## config.mk

```make
export PLATFORM = sky130hd
export DESIGN_NAME = circle_overlap_relaxation
export DESIGN_NICKNAME = d
export VERILOG_FILES = /design/src/hdl/cor_pkg.sv /design/src/hdl/cor_mul.sv /design/src/hdl/cor_sqrt.sv /design/src/hdl/cor_div.sv /design/src/hdl/circle_overlap_relaxation.sv
export SDC_FILE = /design/constraint.sdc
export NUM_CORES = 2
export LEC_CHECK = 0
export ABC_CLOCK_PERIOD_IN_PS = 12500
export BUFFER_PORTS_ARGS = -buffer_cell sky130_fd_sc_hd__buf_4
export CAP_MARGIN = 20
export CORE_MARGIN = 2
export CORE_UTILIZATION = 30
export CTS_CLUSTER_DIAMETER = 30
export DETAILED_ROUTE_END_ITERATION = 8
export HOLD_SLACK_MARGIN = 0.03
export PLACE_DENSITY = 0.47
export REMOVE_ABC_BUFFERS = 1
export SLEW_MARGIN = 40
export SYNTH_ARGS = -nofsm -noshare
export SYNTH_HDL_FRONTEND = slang
export SYNTH_SLANG_ARGS = --single-unit
```

## constraint.sdc

```tcl
create_clock -name clk_i -period 12.5 [get_ports clk_i]
set_input_delay 1.25 -clock clk_i [delete_from_list [all_inputs] [get_ports clk_i]]
set_output_delay 1.25 -clock clk_i [all_outputs]
set_load 0.01 [all_outputs]
```

## src/hdl/cor_pkg.sv

```systemverilog
// ----------------------------------------------------------------------------
// cor_pkg: shared types and constants for circle overlap relaxation
// Field widths, register indexes, reset values, input word kinds and the unit
// status type used by the serial arithmetic units.
// ----------------------------------------------------------------------------
package cor_pkg;

  // Field widths
  localparam int POS_W      = 19;
  localparam int SLOT_W     = 4;
  localparam int RAD_W      = 8;
  localparam int AREA_W     = 12;
  localparam int CNT_W      = 5;
  localparam int CFG_IDX_W  = 2;
  localparam int CFG_DATA_W = 12;

  // Largest stored position, signed Q11.8 by default
  localparam int POS_MAX    = 262143;

  // Parameter defaults
  localparam int MAX_BALLS_DEF = 16;
  localparam int FRAC_BITS_DEF = 8;

  // Register indexes
  localparam logic [CFG_IDX_W-1:0] CFG_BALL_RADIUS = 2'd0;
  localparam logic [CFG_IDX_W-1:0] CFG_AREA_WIDTH  = 2'd1;
  localparam logic [CFG_IDX_W-1:0] CFG_AREA_HEIGHT = 2'd2;
  localparam logic [CFG_IDX_W-1:0] CFG_BALL_COUNT  = 2'd3;

  // Register reset values
  localparam logic [RAD_W-1:0]  RADIUS_RST = 8'd40;
  localparam logic [AREA_W-1:0] WIDTH_RST  = 12'd1000;
  localparam logic [AREA_W-1:0] HEIGHT_RST = 12'd800;
  localparam logic [CNT_W-1:0]  COUNT_RST  = 5'd10;

  // Input word kinds
  localparam logic KIND_LOAD  = 1'b0;
  localparam logic KIND_SWEEP = 1'b1;

  // Status of a serial arithmetic unit
  typedef struct packed {
    logic busy;
    logic done;
  } unit_sts_t;

endpackage

```

## src/hdl/cor_mul.sv

```systemverilog
// ----------------------------------------------------------------------------
// cor_mul: bit-serial unsigned multiplier
// Shift-and-add, one multiplier bit per cycle; product valid with done.
// ----------------------------------------------------------------------------
module cor_mul import cor_pkg::*; #(
  parameter int W = 25
) (
  input  logic             clk_i,
  input  logic             rst_ni,
  input  logic             start_i,
  input  logic [W-1:0]     a_i,
  input  logic [W-1:0]     b_i,
  output unit_sts_t        sts_o,
  output logic [2*W-1:0]   prod_o
);

  localparam int CW = $clog2(W + 1);

  logic [CW-1:0]  cnt_q;
  logic           busy_q, done_q;
  logic [2*W-1:0] acc_q, mc_q;
  logic [W-1:0]   mp_q;

  // Count steps
  always_ff @(posedge clk_i or negedge rst_ni) begin
    if (!rst_ni) begin
      cnt_q  <= '0;
      busy_q <= 1'b0;
      done_q <= 1'b0;
    end else begin
      done_q <= 1'b0;
      if (start_i) begin
        busy_q <= 1'b1;
        cnt_q  <= CW'(W);
      end else if (busy_q) begin
        cnt_q <= cnt_q - 1'b1;
        if (cnt_q == CW'(1)) begin
          busy_q <= 1'b0;
          done_q <= 1'b1;
        end
      end
    end
  end

  // Add the shifted multiplicand for each set multiplier bit
  always_ff @(posedge clk_i) begin
    if (start_i) begin
      acc_q <= '0;
      mc_q  <= {{W{1'b0}}, a_i};
      mp_q  <= b_i;
    end else if (busy_q) begin
      if (mp_q[0]) begin
        acc_q <= acc_q + mc_q;
      end
      mc_q <= {mc_q[2*W-2:0], 1'b0};
      mp_q <= {1'b0, mp_q[W-1:1]};
    end
  end

  assign sts_o.busy = busy_q;
  assign sts_o.done = done_q;
  assign prod_o     = acc_q;

endmodule

```

## src/hdl/cor_sqrt.sv

```systemverilog
// ----------------------------------------------------------------------------
// cor_sqrt: digit-serial integer square root
// Restoring method, two radicand bits and one root bit per cycle.
// ----------------------------------------------------------------------------
module cor_sqrt import cor_pkg::*; #(
  parameter int SW = 40
) (
  input  logic              clk_i,
  input  logic              rst_ni,
  input  logic              start_i,
  input  logic [SW-1:0]     rad_i,
  output unit_sts_t         sts_o,
  output logic [SW/2-1:0]   root_o
);

  localparam int RW = SW / 2;
  localparam int CW = $clog2(RW + 1);

  logic [CW-1:0]   cnt_q;
  logic            busy_q, done_q;
  logic [SW-1:0]   rad_q;
  logic [RW+1:0]   rem_q;
  logic [RW-1:0]   root_q;
  logic [RW+3:0]   trial, tst, diff;

  // Trial subtract of the next root bit
  always_comb begin
    trial = {rem_q, rad_q[SW-1:SW-2]};
    tst   = {2'b00, root_q, 2'b01};
    diff  = trial - tst;
  end

  always_ff @(posedge clk_i or negedge rst_ni) begin
    if (!rst_ni) begin
      cnt_q  <= '0;
      busy_q <= 1'b0;
      done_q <= 1'b0;
    end else begin
      done_q <= 1'b0;
      if (start_i) begin
        busy_q <= 1'b1;
        cnt_q  <= CW'(RW);
      end else if (busy_q) begin
        cnt_q <= cnt_q - 1'b1;
        if (cnt_q == CW'(1)) begin
          busy_q <= 1'b0;
          done_q <= 1'b1;
        end
      end
    end
  end

  // Shift in two radicand bits, keep or restore the remainder
  always_ff @(posedge clk_i) begin
    if (start_i) begin
      rad_q  <= rad_i;
      rem_q  <= '0;
      root_q <= '0;
    end else if (busy_q) begin
      rad_q <= {rad_q[SW-3:0], 2'b00};
      if (trial >= tst) begin
        rem_q  <= diff[RW+1:0];
        root_q <= {root_q[RW-2:0], 1'b1};
      end else begin
        rem_q  <= trial[RW+1:0];
        root_q <= {root_q[RW-2:0], 1'b0};
      end
    end
  end

  assign sts_o.busy = busy_q;
  assign sts_o.done = done_q;
  assign root_o     = root_q;

endmodule

```

## src/hdl/cor_div.sv

```systemverilog
// ----------------------------------------------------------------------------
// cor_div: bit-serial unsigned divider
// Restoring division, one quotient bit per cycle, truncating.
// ----------------------------------------------------------------------------
module cor_div import cor_pkg::*; #(
  parameter int NW = 50,
  parameter int DW = 20
) (
  input  logic            clk_i,
  input  logic            rst_ni,
  input  logic            start_i,
  input  logic [NW-1:0]   num_i,
  input  logic [DW-1:0]   den_i,
  output unit_sts_t       sts_o,
  output logic [NW-1:0]   quo_o
);

  localparam int CW = $clog2(NW + 1);

  logic [CW-1:0] cnt_q;
  logic          busy_q, done_q;
  logic [NW-1:0] num_q, quo_q;
  logic [DW-1:0] den_q, rem_q;
  logic [DW:0]   r2, diff;

  // Bring down the next dividend bit and try the subtract
  always_comb begin
    r2   = {rem_q, num_q[NW-1]};
    diff = r2 - {1'b0, den_q};
  end

  always_ff @(posedge clk_i or negedge rst_ni) begin
    if (!rst_ni) begin
      cnt_q  <= '0;
      busy_q <= 1'b0;
      done_q <= 1'b0;
    end else begin
      done_q <= 1'b0;
      if (start_i) begin
        busy_q <= 1'b1;
        cnt_q  <= CW'(NW);
      end else if (busy_q) begin
        cnt_q <= cnt_q - 1'b1;
        if (cnt_q == CW'(1)) begin
          busy_q <= 1'b0;
          done_q <= 1'b1;
        end
      end
    end
  end

  always_ff @(posedge clk_i) begin
    if (start_i) begin
      num_q <= num_i;
      den_q <= den_i;
      rem_q <= '0;
      quo_q <= '0;
    end else if (busy_q) begin
      num_q <= {num_q[NW-2:0], 1'b0};
      if (r2 >= {1'b0, den_q}) begin
        rem_q <= diff[DW-1:0];
        quo_q <= {quo_q[NW-2:0], 1'b1};
      end else begin
        rem_q <= r2[DW-1:0];
        quo_q <= {quo_q[NW-2:0], 1'b0};
      end
    end
  end

  assign sts_o.busy = busy_q;
  assign sts_o.done = done_q;
  assign quo_o      = quo_q;

endmodule

```

## src/hdl/circle_overlap_relaxation.sv

```systemverilog
// A load word is written to the store when accepted. A sweep visits n*(n-1)
// ordered pairs plus n skipped self pairs; a separated pair takes three serial
// multiplies, a touching pair five multiplies, a root and two divides over
// 2*MW bits, with MW = max(20, 9+FRAC_BITS); then each ball is emitted,
// holding while the output is stalled.
// Throughput: one word at a time. Reset: registers take defaults, stores undefined.
// ----------------------------------------------------------------------------
// circle_overlap_relaxation: pairwise ball overlap resolution
// Ball position store, pair sequencer and serial multiply, root and divide
// units; pushes touching balls apart and emits the resolved positions.
// ----------------------------------------------------------------------------
module circle_overlap_relaxation import cor_pkg::*; #(
  parameter int MAX_BALLS = MAX_BALLS_DEF,
  parameter int FRAC_BITS = FRAC_BITS_DEF
) (
  input  logic                     clk_i,
  input  logic                     rst_ni,
  // Configuration
  input  logic                     cfg_we_i,
  input  logic [CFG_IDX_W-1:0]     cfg_idx_i,
  input  logic [CFG_DATA_W-1:0]    cfg_data_i,
  // Input words
  input  logic                     in_valid_i,
  output logic                     in_stall_o,
  input  logic                     kind_i,
  input  logic [SLOT_W-1:0]        slot_i,
  input  logic signed [POS_W-1:0]  pos_x_i,
  input  logic signed [POS_W-1:0]  pos_y_i,
  // Result words
  output logic                     out_valid_o,
  input  logic                     out_stall_i,
  output logic [SLOT_W-1:0]        out_slot_o,
  output logic signed [POS_W-1:0]  new_x_o,
  output logic signed [POS_W-1:0]  new_y_o,
  output logic                     last_o
);

  localparam int AW    = POS_W + 1;
  localparam int DF_W  = RAD_W + 1 + FRAC_BITS;
  localparam int MW    = (AW > DF_W) ? AW : DF_W;
  localparam int PW2   = 2 * MW;
  localparam int D2_W  = 2 * AW;
  localparam int NX_W  = MW + 2;
  localparam int IW    = $clog2(MAX_BALLS);
  localparam int LIM_W = AREA_W + 2;

  typedef enum logic [19:0] {
    ST_IDLE = 20'h00001,
    ST_PAIR = 20'h00002,
    ST_RDI  = 20'h00004,
    ST_RDJ  = 20'h00008,
    ST_DIFF = 20'h00010,
    ST_ABS  = 20'h00020,
    ST_SQX  = 20'h00040,
    ST_SQY  = 20'h00080,
    ST_LIM  = 20'h00100,
    ST_CHK  = 20'h00200,
    ST_SQRT = 20'h00400,
    ST_MULX = 20'h00800,
    ST_DIVX = 20'h01000,
    ST_MULY = 20'h02000,
    ST_DIVY = 20'h04000,
    ST_WRI  = 20'h08000,
    ST_WRJ  = 20'h10000,
    ST_NEXT = 20'h20000,
    ST_ERD  = 20'h40000,
    ST_ELD  = 20'h80000
  } state_e;

  // Wall test for one axis
  function automatic logic axis_out(input logic signed [NX_W-1:0] p,
                                    input logic signed [LIM_W-1:0] lim);
    logic signed [NX_W-1:0] pmax, lo, lime, pp;
    pmax = NX_W'(POS_MAX);
    lo   = p + NX_W'(2 ** FRAC_BITS);
    lime = {{(NX_W-LIM_W){lim[LIM_W-1]}}, lim};
    pp   = p[NX_W-1] ? '0 : (p >>> FRAC_BITS);
    return (p > pmax) || (lo <= 0) || (pp > lime);
  endfunction

  // Configuration registers
  logic [RAD_W-1:0]  ball_radius_q;
  logic [AREA_W-1:0] area_width_q, area_height_q;
  logic [CNT_W-1:0]  ball_count_q;

  always_ff @(posedge clk_i or negedge rst_ni) begin
    if (!rst_ni) begin
      ball_radius_q <= RADIUS_RST;
      area_width_q  <= WIDTH_RST;
      area_height_q <= HEIGHT_RST;
      ball_count_q  <= COUNT_RST;
    end else if (cfg_we_i) begin
      case (cfg_idx_i)
        CFG_BALL_RADIUS: ball_radius_q <= cfg_data_i[RAD_W-1:0];
        CFG_AREA_WIDTH:  area_width_q  <= cfg_data_i[AREA_W-1:0];
        CFG_AREA_HEIGHT: area_height_q <= cfg_data_i[AREA_W-1:0];
        CFG_BALL_COUNT:  ball_count_q  <= cfg_data_i[CNT_W-1:0];
        default: ;
      endcase
    end
  end

  // Derived limits
  logic [DF_W-1:0]         dfull;
  logic signed [LIM_W-1:0] lim_x, lim_y;
  logic [6:0]              nb_cap, nb;

  always_comb begin
    dfull  = {ball_radius_q, 1'b0, {FRAC_BITS{1'b0}}};
    lim_x  = $signed({2'b00, area_width_q}) - $signed({5'b00000, ball_radius_q, 1'b0});
    lim_y  = $signed({2'b00, area_height_q}) - $signed({5'b00000, ball_radius_q, 1'b0});
    nb_cap = ({2'b00, ball_count_q} > 7'd16) ? 7'd16 : {2'b00, ball_count_q};
    nb     = (nb_cap > 7'(MAX_BALLS)) ? 7'(MAX_BALLS) : nb_cap;
  end

  // Handshakes
  logic in_acc, out_acc, out_valid_q;
  assign in_acc  = in_valid_i && !in_stall_o;
  assign out_acc = out_valid_q && !out_stall_i;

  // Ball position store
  logic [POS_W-1:0] mem_x_q [MAX_BALLS];
  logic [POS_W-1:0] mem_y_q [MAX_BALLS];
  logic [POS_W-1:0] rd_x_q, rd_y_q, mem_wx, mem_wy;
  logic [IW-1:0]    mem_wa, mem_ra;
  logic             mem_we, mem_re;

  always_ff @(posedge clk_i) begin
    if (mem_we) begin
      mem_x_q[mem_wa] <= mem_wx;
      mem_y_q[mem_wa] <= mem_wy;
    end
    if (mem_re) begin
      rd_x_q <= mem_x_q[mem_ra];
      rd_y_q <= mem_y_q[mem_ra];
    end
  end

  // Serial units
  unit_sts_t         mul_sts, sqrt_sts, div_sts;
  logic              mul_start, sqrt_start, div_start;
  logic [MW-1:0]     mul_a, mul_b;
  logic [PW2-1:0]    mul_p, div_q;
  logic [AW-1:0]     sqrt_root;

  logic [D2_W-1:0]   d2_q;
  logic [AW-1:0]     d_q;

  cor_mul #(.W(MW)) u_mul (
    .clk_i   (clk_i),
    .rst_ni  (rst_ni),
    .start_i (mul_start),
    .a_i     (mul_a),
    .b_i     (mul_b),
    .sts_o   (mul_sts),
    .prod_o  (mul_p)
  );

  cor_sqrt #(.SW(D2_W)) u_sqrt (
    .clk_i   (clk_i),
    .rst_ni  (rst_ni),
    .start_i (sqrt_start),
    .rad_i   (d2_q),
    .sts_o   (sqrt_sts),
    .root_o  (sqrt_root)
  );

  cor_div #(.NW(PW2), .DW(AW)) u_div (
    .clk_i   (clk_i),
    .rst_ni  (rst_ni),
    .start_i (div_start),
    .num_i   (mul_p),
    .den_i   (d_q),
    .sts_o   (div_sts),
    .quo_o   (div_q)
  );

  // Pair datapath registers
  state_e                  state_q, state_d;
  logic                    go_q, go_d;
  logic [IW-1:0]           i_q, i_d, j_q, j_d, last_q, last_d;
  logic [POS_W-1:0]        xi_q, yi_q, xj_q, yj_q;
  logic [AW-1:0]           ax_q, ay_q;
  logic                    sx_q, sy_q;
  logic [D2_W-1:0]         sqx_q;
  logic [PW2-1:0]          lim2_q;
  logic [MW-1:0]           ov_q, mx_q, my_q;
  logic                    out_ld;

  logic signed [AW-1:0]    dx, dy;
  logic signed [MW:0]      smx, smy;
  logic signed [NX_W-1:0]  nxi, nyi, nxj, nyj;
  logic                    hit_i, hit_j;

  // Differences and moved positions
  always_comb begin
    dx    = $signed({xi_q[POS_W-1], xi_q}) - $signed({xj_q[POS_W-1], xj_q});
    dy    = $signed({yi_q[POS_W-1], yi_q}) - $signed({yj_q[POS_W-1], yj_q});
    smx   = sx_q ? -$signed({1'b0, mx_q}) : $signed({1'b0, mx_q});
    smy   = sy_q ? -$signed({1'b0, my_q}) : $signed({1'b0, my_q});
    nxi   = $signed({{(NX_W-POS_W){xi_q[POS_W-1]}}, xi_q}) + $signed({smx[MW], smx});
    nyi   = $signed({{(NX_W-POS_W){yi_q[POS_W-1]}}, yi_q}) + $signed({smy[MW], smy});
    nxj   = $signed({{(NX_W-POS_W){xj_q[POS_W-1]}}, xj_q}) - $signed({smx[MW], smx});
    nyj   = $signed({{(NX_W-POS_W){yj_q[POS_W-1]}}, yj_q}) - $signed({smy[MW], smy});
    hit_i = axis_out(nxi, lim_x) || axis_out(nyi, lim_y);
    hit_j = axis_out(nxj, lim_x) || axis_out(nyj, lim_y);
  end

  // Sequencer
  always_comb begin
    state_d    = state_q;
    go_d       = go_q;
    i_d        = i_q;
    j_d        = j_q;
    last_d     = last_q;
    mul_start  = 1'b0;
    sqrt_start = 1'b0;
    div_start  = 1'b0;
    mul_a      = MW'(ax_q);
    mul_b      = MW'(ax_q);
    mem_we     = 1'b0;
    mem_wa     = i_q;
    mem_wx     = nxi[POS_W-1:0];
    mem_wy     = nyi[POS_W-1:0];
    mem_re     = 1'b0;
    mem_ra     = i_q;
    out_ld     = 1'b0;
    case (state_q)
      ST_IDLE: begin
        if (in_acc) begin
          if (kind_i == KIND_LOAD) begin
            if ({3'b000, slot_i} < 7'(MAX_BALLS)) begin
              mem_we = 1'b1;
              mem_wa = IW'(slot_i);
              mem_wx = pos_x_i;
              mem_wy = pos_y_i;
            end
          end else if (nb != 7'd0) begin
            last_d  = IW'(nb - 7'd1);
            i_d     = '0;
            j_d     = '0;
            state_d = ST_PAIR;
          end
        end
      end
      ST_PAIR: begin
        state_d = (i_q == j_q) ? ST_NEXT : ST_RDI;
      end
      ST_RDI: begin
        mem_re  = 1'b1;
        mem_ra  = i_q;
        state_d = ST_RDJ;
      end
      ST_RDJ: begin
        mem_re  = 1'b1;
        mem_ra  = j_q;
        state_d = ST_DIFF;
      end
      ST_DIFF: begin
        state_d = ST_ABS;
      end
      ST_ABS: begin
        state_d = ST_SQX;
      end
      ST_SQX: begin
        mul_a = MW'(ax_q);
        mul_b = MW'(ax_q);
        if (!go_q) begin
          mul_start = 1'b1;
          go_d      = 1'b1;
        end else if (mul_sts.done) begin
          go_d    = 1'b0;
          state_d = ST_SQY;
        end
      end
      ST_SQY: begin
        mul_a = MW'(ay_q);
        mul_b = MW'(ay_q);
        if (!go_q) begin
          mul_start = 1'b1;
          go_d      = 1'b1;
        end else if (mul_sts.done) begin
          go_d    = 1'b0;
          state_d = ST_LIM;
        end
      end
      ST_LIM: begin
        mul_a = MW'(dfull);
        mul_b = MW'(dfull);
        if (!go_q) begin
          mul_start = 1'b1;
          go_d      = 1'b1;
        end else if (mul_sts.done) begin
          go_d    = 1'b0;
          state_d = ST_CHK;
        end
      end
      ST_CHK: begin
        // Drop coincident and separated pairs
        if (d2_q == '0 || {{(PW2-D2_W){1'b0}}, d2_q} > lim2_q) begin
          state_d = ST_NEXT;
        end else begin
          state_d = ST_SQRT;
        end
      end
      ST_SQRT: begin
        if (!go_q) begin
          sqrt_start = 1'b1;
          go_d       = 1'b1;
        end else if (sqrt_sts.done) begin
          go_d    = 1'b0;
          state_d = ST_MULX;
        end
      end
      ST_MULX: begin
        mul_a = ov_q;
        mul_b = MW'(ax_q);
        if (!go_q) begin
          mul_start = 1'b1;
          go_d      = 1'b1;
        end else if (mul_sts.done) begin
          go_d    = 1'b0;
          state_d = ST_DIVX;
        end
      end
      ST_DIVX: begin
        if (!go_q) begin
          div_start = 1'b1;
          go_d      = 1'b1;
        end else if (div_sts.done) begin
          go_d    = 1'b0;
          state_d = ST_MULY;
        end
      end
      ST_MULY: begin
        mul_a = ov_q;
        mul_b = MW'(ay_q);
        if (!go_q) begin
          mul_start = 1'b1;
          go_d      = 1'b1;
        end else if (mul_sts.done) begin
          go_d    = 1'b0;
          state_d = ST_DIVY;
        end
      end
      ST_DIVY: begin
        if (!go_q) begin
          div_start = 1'b1;
          go_d      = 1'b1;
        end else if (div_sts.done) begin
          go_d    = 1'b0;
          state_d = ST_WRI;
        end
      end
      ST_WRI: begin
        // Keep ball i in place on a wall hit
        mem_we  = !hit_i;
        mem_wa  = i_q;
        mem_wx  = nxi[POS_W-1:0];
        mem_wy  = nyi[POS_W-1:0];
        state_d = ST_WRJ;
      end
      ST_WRJ: begin
        mem_we  = !hit_j;
        mem_wa  = j_q;
        mem_wx  = nxj[POS_W-1:0];
        mem_wy  = nyj[POS_W-1:0];
        state_d = ST_NEXT;
      end
      ST_NEXT: begin
        if (j_q == last_q) begin
          if (i_q == last_q) begin
            i_d     = '0;
            state_d = ST_ERD;
          end else begin
            i_d     = i_q + 1'b1;
            j_d     = '0;
            state_d = ST_PAIR;
          end
        end else begin
          j_d     = j_q + 1'b1;
          state_d = ST_PAIR;
        end
      end
      ST_ERD: begin
        mem_re  = 1'b1;
        mem_ra  = i_q;
        state_d = ST_ELD;
      end
      ST_ELD: begin
        // Hold until the output register is free
        if (!out_valid_q || out_acc) begin
          out_ld = 1'b1;
          if (i_q == last_q) begin
            state_d = ST_IDLE;
          end else begin
            i_d     = i_q + 1'b1;
            state_d = ST_ERD;
          end
        end
      end
      default: begin
        state_d = ST_IDLE;
      end
    endcase
  end

  always_ff @(posedge clk_i or negedge rst_ni) begin
    if (!rst_ni) begin
      state_q     <= ST_IDLE;
      go_q        <= 1'b0;
      i_q         <= '0;
      j_q         <= '0;
      last_q      <= '0;
      out_valid_q <= 1'b0;
    end else begin
      state_q <= state_d;
      go_q    <= go_d;
      i_q     <= i_d;
      j_q     <= j_d;
      last_q  <= last_d;
      if (out_ld) begin
        out_valid_q <= 1'b1;
      end else if (out_acc) begin
        out_valid_q <= 1'b0;
      end
    end
  end

  // Capture operands and unit results
  always_ff @(posedge clk_i) begin
    if (state_q == ST_RDJ) begin
      xi_q <= rd_x_q;
      yi_q <= rd_y_q;
    end
    if (state_q == ST_DIFF) begin
      xj_q <= rd_x_q;
      yj_q <= rd_y_q;
    end
    if (state_q == ST_ABS) begin
      sx_q <= dx[AW-1];
      sy_q <= dy[AW-1];
      ax_q <= dx[AW-1] ? AW'(-dx) : AW'(dx);
      ay_q <= dy[AW-1] ? AW'(-dy) : AW'(dy);
    end
    if (state_q == ST_SQX && go_q && mul_sts.done) begin
      sqx_q <= mul_p[D2_W-1:0];
    end
    if (state_q == ST_SQY && go_q && mul_sts.done) begin
      d2_q <= sqx_q + mul_p[D2_W-1:0];
    end
    if (state_q == ST_LIM && go_q && mul_sts.done) begin
      lim2_q <= mul_p;
    end
    if (state_q == ST_SQRT && go_q && sqrt_sts.done) begin
      d_q  <= sqrt_root;
      ov_q <= (MW'(dfull) - MW'(sqrt_root)) >> 1;
    end
    if (state_q == ST_DIVX && go_q && div_sts.done) begin
      mx_q <= div_q[MW-1:0];
    end
    if (state_q == ST_DIVY && go_q && div_sts.done) begin
      my_q <= div_q[MW-1:0];
    end
  end

  // Output register
  logic [SLOT_W-1:0] out_slot_q;
  logic [POS_W-1:0]  out_x_q, out_y_q;
  logic              out_last_q;

  always_ff @(posedge clk_i) begin
    if (out_ld) begin
      out_slot_q <= SLOT_W'(i_q);
      out_x_q    <= rd_x_q;
      out_y_q    <= rd_y_q;
      out_last_q <= (i_q == last_q);
    end
  end

  assign in_stall_o  = (state_q != ST_IDLE);
  assign out_valid_o = out_valid_q;
  assign out_slot_o  = out_slot_q;
  assign new_x_o     = out_x_q;
  assign new_y_o     = out_y_q;
  assign last_o      = out_last_q;

  // Checks
  a_pair_distinct: assert property (@(posedge clk_i) disable iff (!rst_ni)
    (state_q == ST_RDI) |-> (i_q != j_q))
    else $error("pair read with equal slots");

  a_root_bound: assert property (@(posedge clk_i) disable iff (!rst_ni)
    (state_q == ST_MULX) |-> (MW'(d_q) <= MW'(dfull)))
    else $error("distance above touching distance");

  a_emit_ends: assert property (@(posedge clk_i) disable iff (!rst_ni)
    (state_q == ST_ELD && out_ld && i_q == last_q) |=> (state_q == ST_IDLE))
    else $error("sweep did not end after last ball");

  a_out_source: assert property (@(posedge clk_i) disable iff (!rst_ni)
    $rose(out_valid_q) |-> $past(state_q == ST_ELD))
    else $error("result word outside emit");

  a_units_idle: assert property (@(posedge clk_i) disable iff (!rst_ni)
    (state_q == ST_IDLE) |-> (!mul_sts.busy && !sqrt_sts.busy && !div_sts.busy))
    else $error("serial unit busy while idle");

endmodule

```

# ---- After elaboration in Yosys (flattened, before gate mapping)
# Memories as Yosys holds them, arrays and structs flattened. A register that Yosys moved wholly into a read port is not among the register bits.
# Cells that the tools add are included.
dict set report op_classes {
  addsub 27
  n_lt_le_gt_ge 17
  n_eq_ne 53
  muxes 116
  n_reduce_logical 55
}
# cell n
set op_table {}
lappend op_table {{$mux 20} 26}
lappend op_table {{$pmux 20 s20} 1}
lappend op_table {{$mux 40} 4}
lappend op_table {{$mux 19} 8}
lappend op_table {{$add 22x10->22 const B} 4}
lappend op_table {{$gt 22x19->1 const B} 4}
lappend op_table {{$le 22x1->1 const B} 4}
lappend op_table {{$add 40x40->40} 2}
lappend op_table {{$pmux 19 s2} 2}
lappend op_table {{$pmux 20 s3} 1}
lappend op_table {{$gt 14x13->1} 4}
lappend op_table {{$mux 13} 4}
lappend op_table {{$mux 4} 12}
lappend op_table {{$add 19x21->22} 2}
lappend op_table {{$sub 19x21->22} 2}
lappend op_table {{$mux 21} 2}
lappend op_table {{$neg 20->21} 2}
lappend op_table {{$gt 40x40->1} 1}
lappend op_table {{$logic_not 40->1} 1}
lappend op_table {{$neg 20->20} 2}
lappend op_table {{$pmux 20 s2} 1}
lappend op_table {{$sub 19x19->20} 2}
lappend op_table {{$mux 1} 39}
lappend op_table {{$mux 18} 2}
lappend op_table {{61 further kinds} 136}
dict set report word_totals {
  ff_bits 735
  ram_bits 608
  in_bits 62
  out_inout_bits 45
  word_cells 321
  mem_count 2
}
# name depth width rd rd_ports_with_merged_regs wr line_no
set mem_list {}
lappend mem_list {mem_x_q 16 19 1 1 1 circle_overlap_relaxation.sv:122} ;# logic [POS_W-1:0] mem_x_q [MAX_BALLS];
lappend mem_list {mem_y_q 16 19 1 1 1 circle_overlap_relaxation.sv:123} ;# logic [POS_W-1:0] mem_y_q [MAX_BALLS];

# ---- Logic depth before layout (Yosys ltp)
dict set report logic_depth {
  word_depth 12
  depth_mapped 33
  mapped_depth_nobuf 32
}

# ---- Modules after synthesis
# From an unflattened synthesis, not the netlist that was laid out.
dict set report hier_totals {
  hier_cells 5653
  area_unflattened_um2 71104.4
}
# mod instances cells_per_inst area_per_inst_um2
set modules_own_cells {}
lappend modules_own_cells {circle_overlap_relaxation 1 3938 53548.9}
lappend modules_own_cells {cor_mul 1 678 6496.2}
lappend modules_own_cells {cor_div 1 571 6228.5}
lappend modules_own_cells {cor_sqrt 1 466 4830.9}

# ---- Worst setup path after synthesis
# OpenSTA, ideal clock, no wires.
dict set report synth_timing {
  path_kind {flip-flop to flip-flop}
  from {reg my_q[2]}
  to {mem mem_x_q[12][0] (enable)}
  setup_ps 481
  arrival_ps 8741
  required_ps 12019
  slack_ps 3278
  path_stages_with_launch 31
  path_cell_list {edfxtp_1 nor3_1 nand3b_1 or2_2 or3_1 or4_1 o21ai_0 xnor2_1 inv_1 ha_1 and3_1 and2_1 a221oi_2 a21oi_1 o22ai_1 clkbuf_1 nor2_1 ha_1 nor2b_1 o21a_1 o21a_1 o21a_1 o21a_1 o21ai_0 a22oi_1 nor4_1 o221ai_1 o22ai_1 a21oi_2 buf_6 nor3_1}
}
dict set report synth_via {
  elab_chain_len 12
}
# item line_no
set synth_lines {}
lappend synth_lines {{from (decl)} circle_overlap_relaxation.sv:187} ;# logic [MW-1:0] ov_q, mx_q, my_q;
lappend synth_lines {{from (signal assigned)} circle_overlap_relaxation.sv:463} ;# my_q <= div_q[MW-1:0];
lappend synth_lines {{$neg 20->21} circle_overlap_relaxation.sv:200} ;# smy = sy_q ? -$signed({1'b0, my_q}) : $signed({1'b0, my_q});
lappend synth_lines {{$mux 21 (*)} circle_overlap_relaxation.sv:200}
lappend synth_lines {{$sub 19x21->22 / $add 19x21->22 (equally long branches)} {circle_overlap_relaxation.sv:204, circle_overlap_relaxation.sv:202}}
lappend synth_lines {{$add 22x10->22} circle_overlap_relaxation.sv:75} ;# lo = p + NX_W'(2 ** FRAC_BITS);
lappend synth_lines {{$le 22x1->1} circle_overlap_relaxation.sv:78} ;# return (p > pmax) || (lo <= 0) || (pp > lime);
lappend synth_lines {{$logic_or 1x1->1 (2 in series)} circle_overlap_relaxation.sv:78}
lappend synth_lines {{$logic_or 1x1->1, on equally long branches} {circle_overlap_relaxation.sv:206, circle_overlap_relaxation.sv:205}}
lappend synth_lines {{$logic_not 1->1, on equally long branches} {circle_overlap_relaxation.sv:364, circle_overlap_relaxation.sv:357}}
lappend synth_lines {{$pmux 1 s3 (*)} circle_overlap_relaxation.sv:228} ;# case (state_q)
lappend synth_lines {{$mux 1 (*)} circle_overlap_relaxation.sv:129} ;# if (mem_we) begin
lappend synth_lines {{$mux 1 (implied by the code) (*)} circle_overlap_relaxation.sv:130} ;# mem_x_q[mem_wa] <= mem_wx;
lappend synth_lines {{to (decl)} circle_overlap_relaxation.sv:122}
# Every way passes the cells marked *; elsewhere a longest branch is shown, timed or not.

# ---- Final worst setup path
dict set report layout_timing {
  from {reg mx_q[6]}
  to {mem mem_x_q[9][15] (enable)}
}
dict set report layout_via {
  elab_chain_len 12
}
# item line_no
set layout_lines {}
lappend layout_lines {{from (decl)} circle_overlap_relaxation.sv:187}
lappend layout_lines {{from (signal assigned)} circle_overlap_relaxation.sv:460} ;# mx_q <= div_q[MW-1:0];
lappend layout_lines {{$neg 20->21} circle_overlap_relaxation.sv:199} ;# smx = sx_q ? -$signed({1'b0, mx_q}) : $signed({1'b0, mx_q});
lappend layout_lines {{$mux 21 (*)} circle_overlap_relaxation.sv:199}
lappend layout_lines {{$sub 19x21->22 / $add 19x21->22 (equally long branches)} {circle_overlap_relaxation.sv:203, circle_overlap_relaxation.sv:201}}
lappend layout_lines {{$add 22x10->22} circle_overlap_relaxation.sv:75}
lappend layout_lines {{$le 22x1->1} circle_overlap_relaxation.sv:78}
lappend layout_lines {{$logic_or 1x1->1 (2 in series)} circle_overlap_relaxation.sv:78}
lappend layout_lines {{$logic_or 1x1->1, on equally long branches} {circle_overlap_relaxation.sv:206, circle_overlap_relaxation.sv:205}}
lappend layout_lines {{$logic_not 1->1, on equally long branches} {circle_overlap_relaxation.sv:364, circle_overlap_relaxation.sv:357}}
lappend layout_lines {{$pmux 1 s3 (*)} circle_overlap_relaxation.sv:228}
lappend layout_lines {{$mux 1 (*)} circle_overlap_relaxation.sv:129}
lappend layout_lines {{$mux 1 (implied by the code) (*)} circle_overlap_relaxation.sv:130}
# Marks and branches as above.

==> impl_metrics.env <==
export IMPL_status="complete, no violations"
export IMPL_worst_pin_slew_ns=0.919
export IMPL_yosysWarningCount=0
export IMPL_die_h_um=485
export IMPL_maxSlewHeadroom_pct=38.2
export IMPL_p_per_area_mw_per_mm2=185
export IMPL_routedWlPerCell_um=22.1
export IMPL_final_cell_count_no_fill=9367
export IMPL_dpl_cell_count=8736
export IMPL_drc=0
export IMPL_clock_skew_ns=0.0924
export IMPL_arrival_ns=8.83
export IMPL_max_stage_delay_ns=0.62
export IMPL_dp_hpwl_mm=146
export IMPL_final_max_slew_viol_count=0
export IMPL_synth_top_cells_by_count="edfxtp_1, nand2_1, nor2_1"
export IMPL_hold_path_class="in -> async"
export IMPL_synthArstFlopShare_pct=6.73
export IMPL_numPortBuffers=106
export IMPL_cpMaxStageDelayCell="buf_4"
export IMPL_ctsHoldBuffers=0
export IMPL_fill_cells=22111
export IMPL_netlist_area_mm2=0.0694
export IMPL_h_tree_depth=5
export IMPL_cp_common_cell="o21ai_0"
export IMPL_grt_pass1_vias=47494
export IMPL_ys_seq_area_share_pct=57.1
export IMPL_syn_to_final_growth_pct=24.7
export IMPL_crit_type="reg -> reg"
export IMPL_drive_gt1_share_pct=17.1
export IMPL_post_route_min_period_ns=8.34
export IMPL_die_w_um=485
export IMPL_p_leak_nw=32.7
export IMPL_worstPathMaxFanout=38
export IMPL_vias=47223
export IMPL_netlist_instances=5692
export IMPL_cts_root_buf="clkbuf_16"
export IMPL_period_share_pct=66.7
export IMPL_clkLatencyLatePin_ns=0.95
export IMPL_startpoint_type="flip-flop"
export IMPL_drtAntennaViolNets=0
export IMPL_clock_path_buffers=4
export IMPL_via_per_inst=5.04
export IMPL_synthFlopType="edfxtp_1"
export IMPL_synth_edff_count=1146
export IMPL_antenna_found_initial=14
export IMPL_drt_first_pass_iters=5
export IMPL_fin_util_pct=37.6
export IMPL_setup_viol=0
export IMPL_peakVddDrop_v=0.000137
export IMPL_synth_top_area_share_pct=49.6
export IMPL_routed_wl_mm=207
export IMPL_core_area_mm2=0.230
export IMPL_ctsResizeCount=0
export IMPL_dieArea_mm2=0.235
export IMPL_grt_total_usage_pct=17.3
export IMPL_crit_required_ns=12.99
export IMPL_setup_worst_path_end_class="flip-flop"
export IMPL_grt_pass1_wl_mm=307
export IMPL_synth_most_common_cell="edfxtp_1"
export IMPL_grt_max_degree=106
export IMPL_nets=6510
export IMPL_post_cts_setup_buffer_count=0
export IMPL_fmax_mhz=120
export IMPL_drt_iter0_drc=3376
export IMPL_grt_ovfl_total=0
export IMPL_path_clk_slew_ns=0.05
export IMPL_cts_buffers=349
export IMPL_synth_cell_type_count=93
export IMPL_syn_area_per_cell_um2=12.2
export IMPL_row_count=176
export IMPL_synth_seq_cells=1381
export IMPL_pin_count=107
export IMPL_gp_congestion=0.882
export IMPL_maxCapViolCount=0
export IMPL_initial_core_util_pct=30.2
export IMPL_synth_area_leader_cell="edfxtp_1"
export IMPL_synth_area_leaders="edfxtp_1, ha_1, mux4_2"
export IMPL_cts_sinks=1381
export IMPL_cts_tree="done"
export IMPL_rsz0062_at_grt="no"
export IMPL_hold_viol_final=0
-- cell families after synthesis --
kind of cell / count (synthesis) / synth area share [%]
multiplexers: 273 / 6.76
adder cells (fa/ha/maj): 385 / 7.06
XOR/XNOR: 327 / 4.13
flip-flops: 1381 / 57.1
AND/OR/NAND/NOR: 1584 / 10.7
buffers and inverters: 476 / 2.63
AO/OA/AOI/OAI: 1266 / 11.6
-- cell type report --
type,count,area [um2],share of cell area (%)
Clock buffer,408,9250,10.7
Clock inverter,219,2640,3.06
Multi-Input combinational cell,3835,28400,32.8
Tap cell,3026,3790,4.38
Sequential cell,1381,39600,45.8
Timing Repair Buffer,218,1770,2.04
Antenna cell,2,5.00,0.00579
Inverter,278,1040,1.21
-- per-stage QoR --
step / TNS (ns) / total power, mW / worst slack (ns) / instance area, um2 / hold WS, ns
after floorplan: -288.40 / 6.36 / -7.59 / 68600 / 0.400
after global placement: 0 / 7.00 / 3.57 / 74200 / 0.404
after detailed placement: 0 / 7.04 / 4.27 / 74500 / 0.405
after CTS: 0 / 16.2 / 4.23 / 86400 / 0.258
after global routing: 0 / 16.6 / 3.63 / 86500 / 0.294
final: 0 / 16.0 / 4.16 / 86500 / 0.316
-- cell usage in the layout, fill, tap and decap left out, types with 135 or more instances in the layout --
master / count
ha_1: 374
o21ai_0: 263
inv_1: 277
a21oi_1: 367
nand2_1: 597
nor2_1: 393
edfxtp_1: 1146
a21o_1: 135
mux4_2: 152
xnor2_1: 216
dfxtp_1: 142
clkbuf_16: 356
buf_4: 200
-- sequential cells by signal, indices dropped and copies added (netlist names), 22 cells and up --
| name | cells |
|---|---|
| u_div.num_q | 40 |
| u_sqrt.rem_q | 22 |
| u_mul.prod_o | 40 |
| u_mul.mc_q | 40 |
| mem_y_q | 304 |
| sqx_q | 40 |
| lim2_q | 40 |
| mem_x_q | 304 |
| u_sqrt.rad_q | 40 |
| d2_q | 40 |
-- routing by layer --
| layer | vias up | GRT usage [%] | routed length (um) |
|---|---|---|---|
| met2 | 1220 | 28.7 | 98700 |
| met4 | 0 | 6.19 | 6410 |
| met3 | 371 | 2.80 | 10000 |
| met1 | 23447 | 22.9 | 92000 |
| met5 | - | 0 | 0 |
| li1 | 22185 | - | - |
-- power breakdown --
part	leakage (nW)	switching (mW)	internal, mW
clock network	5.75	2.69	6.38
logic	14.4	1.01	0.501
registers	12.6	0.0998	5.34
-- critical path: cells and delay by family (launching register included) --
family	cells	cell delay, ns
DFF	1	0.43
adders and majority gates	2	0.62
and+or+nand+nor	10	2.90
buffers and inverters	4	1.07
muxes	1	0.40
AOI/OAI and AO/OA	11	2.23
xor gates and xnor gates	1	0.25
-- worst paths after layout --
check,from,endpoint,slack (ns),depth (start not counted)
setup / recovery,mx_q[6]$_DFFE_PP_,mem_x_q[9][15]$_DFFE_PP_,4.16,29
hold / removal,rst_ni,ball_radius_q[6]$_DFFE_PN0P_,0.32,1
setup reg to reg,mx_q[6]$_DFFE_PP_,mem_x_q[9][15]$_DFFE_PP_,4.16,29
hold reg to reg,d_q[19]$_DFFE_PP_,u_div.den_q[19]$_DFFE_PP_,0.41,0
max in group asynchronous,rst_ni,u_mul.cnt_q[0]$_DFFE_PN0P_,11.13,2
min in group clk_i,d_q[19]$_DFFE_PP_,u_div.den_q[19]$_DFFE_PP_,0.41,0
Note: power is estimated with default switching activity, not from simulation.
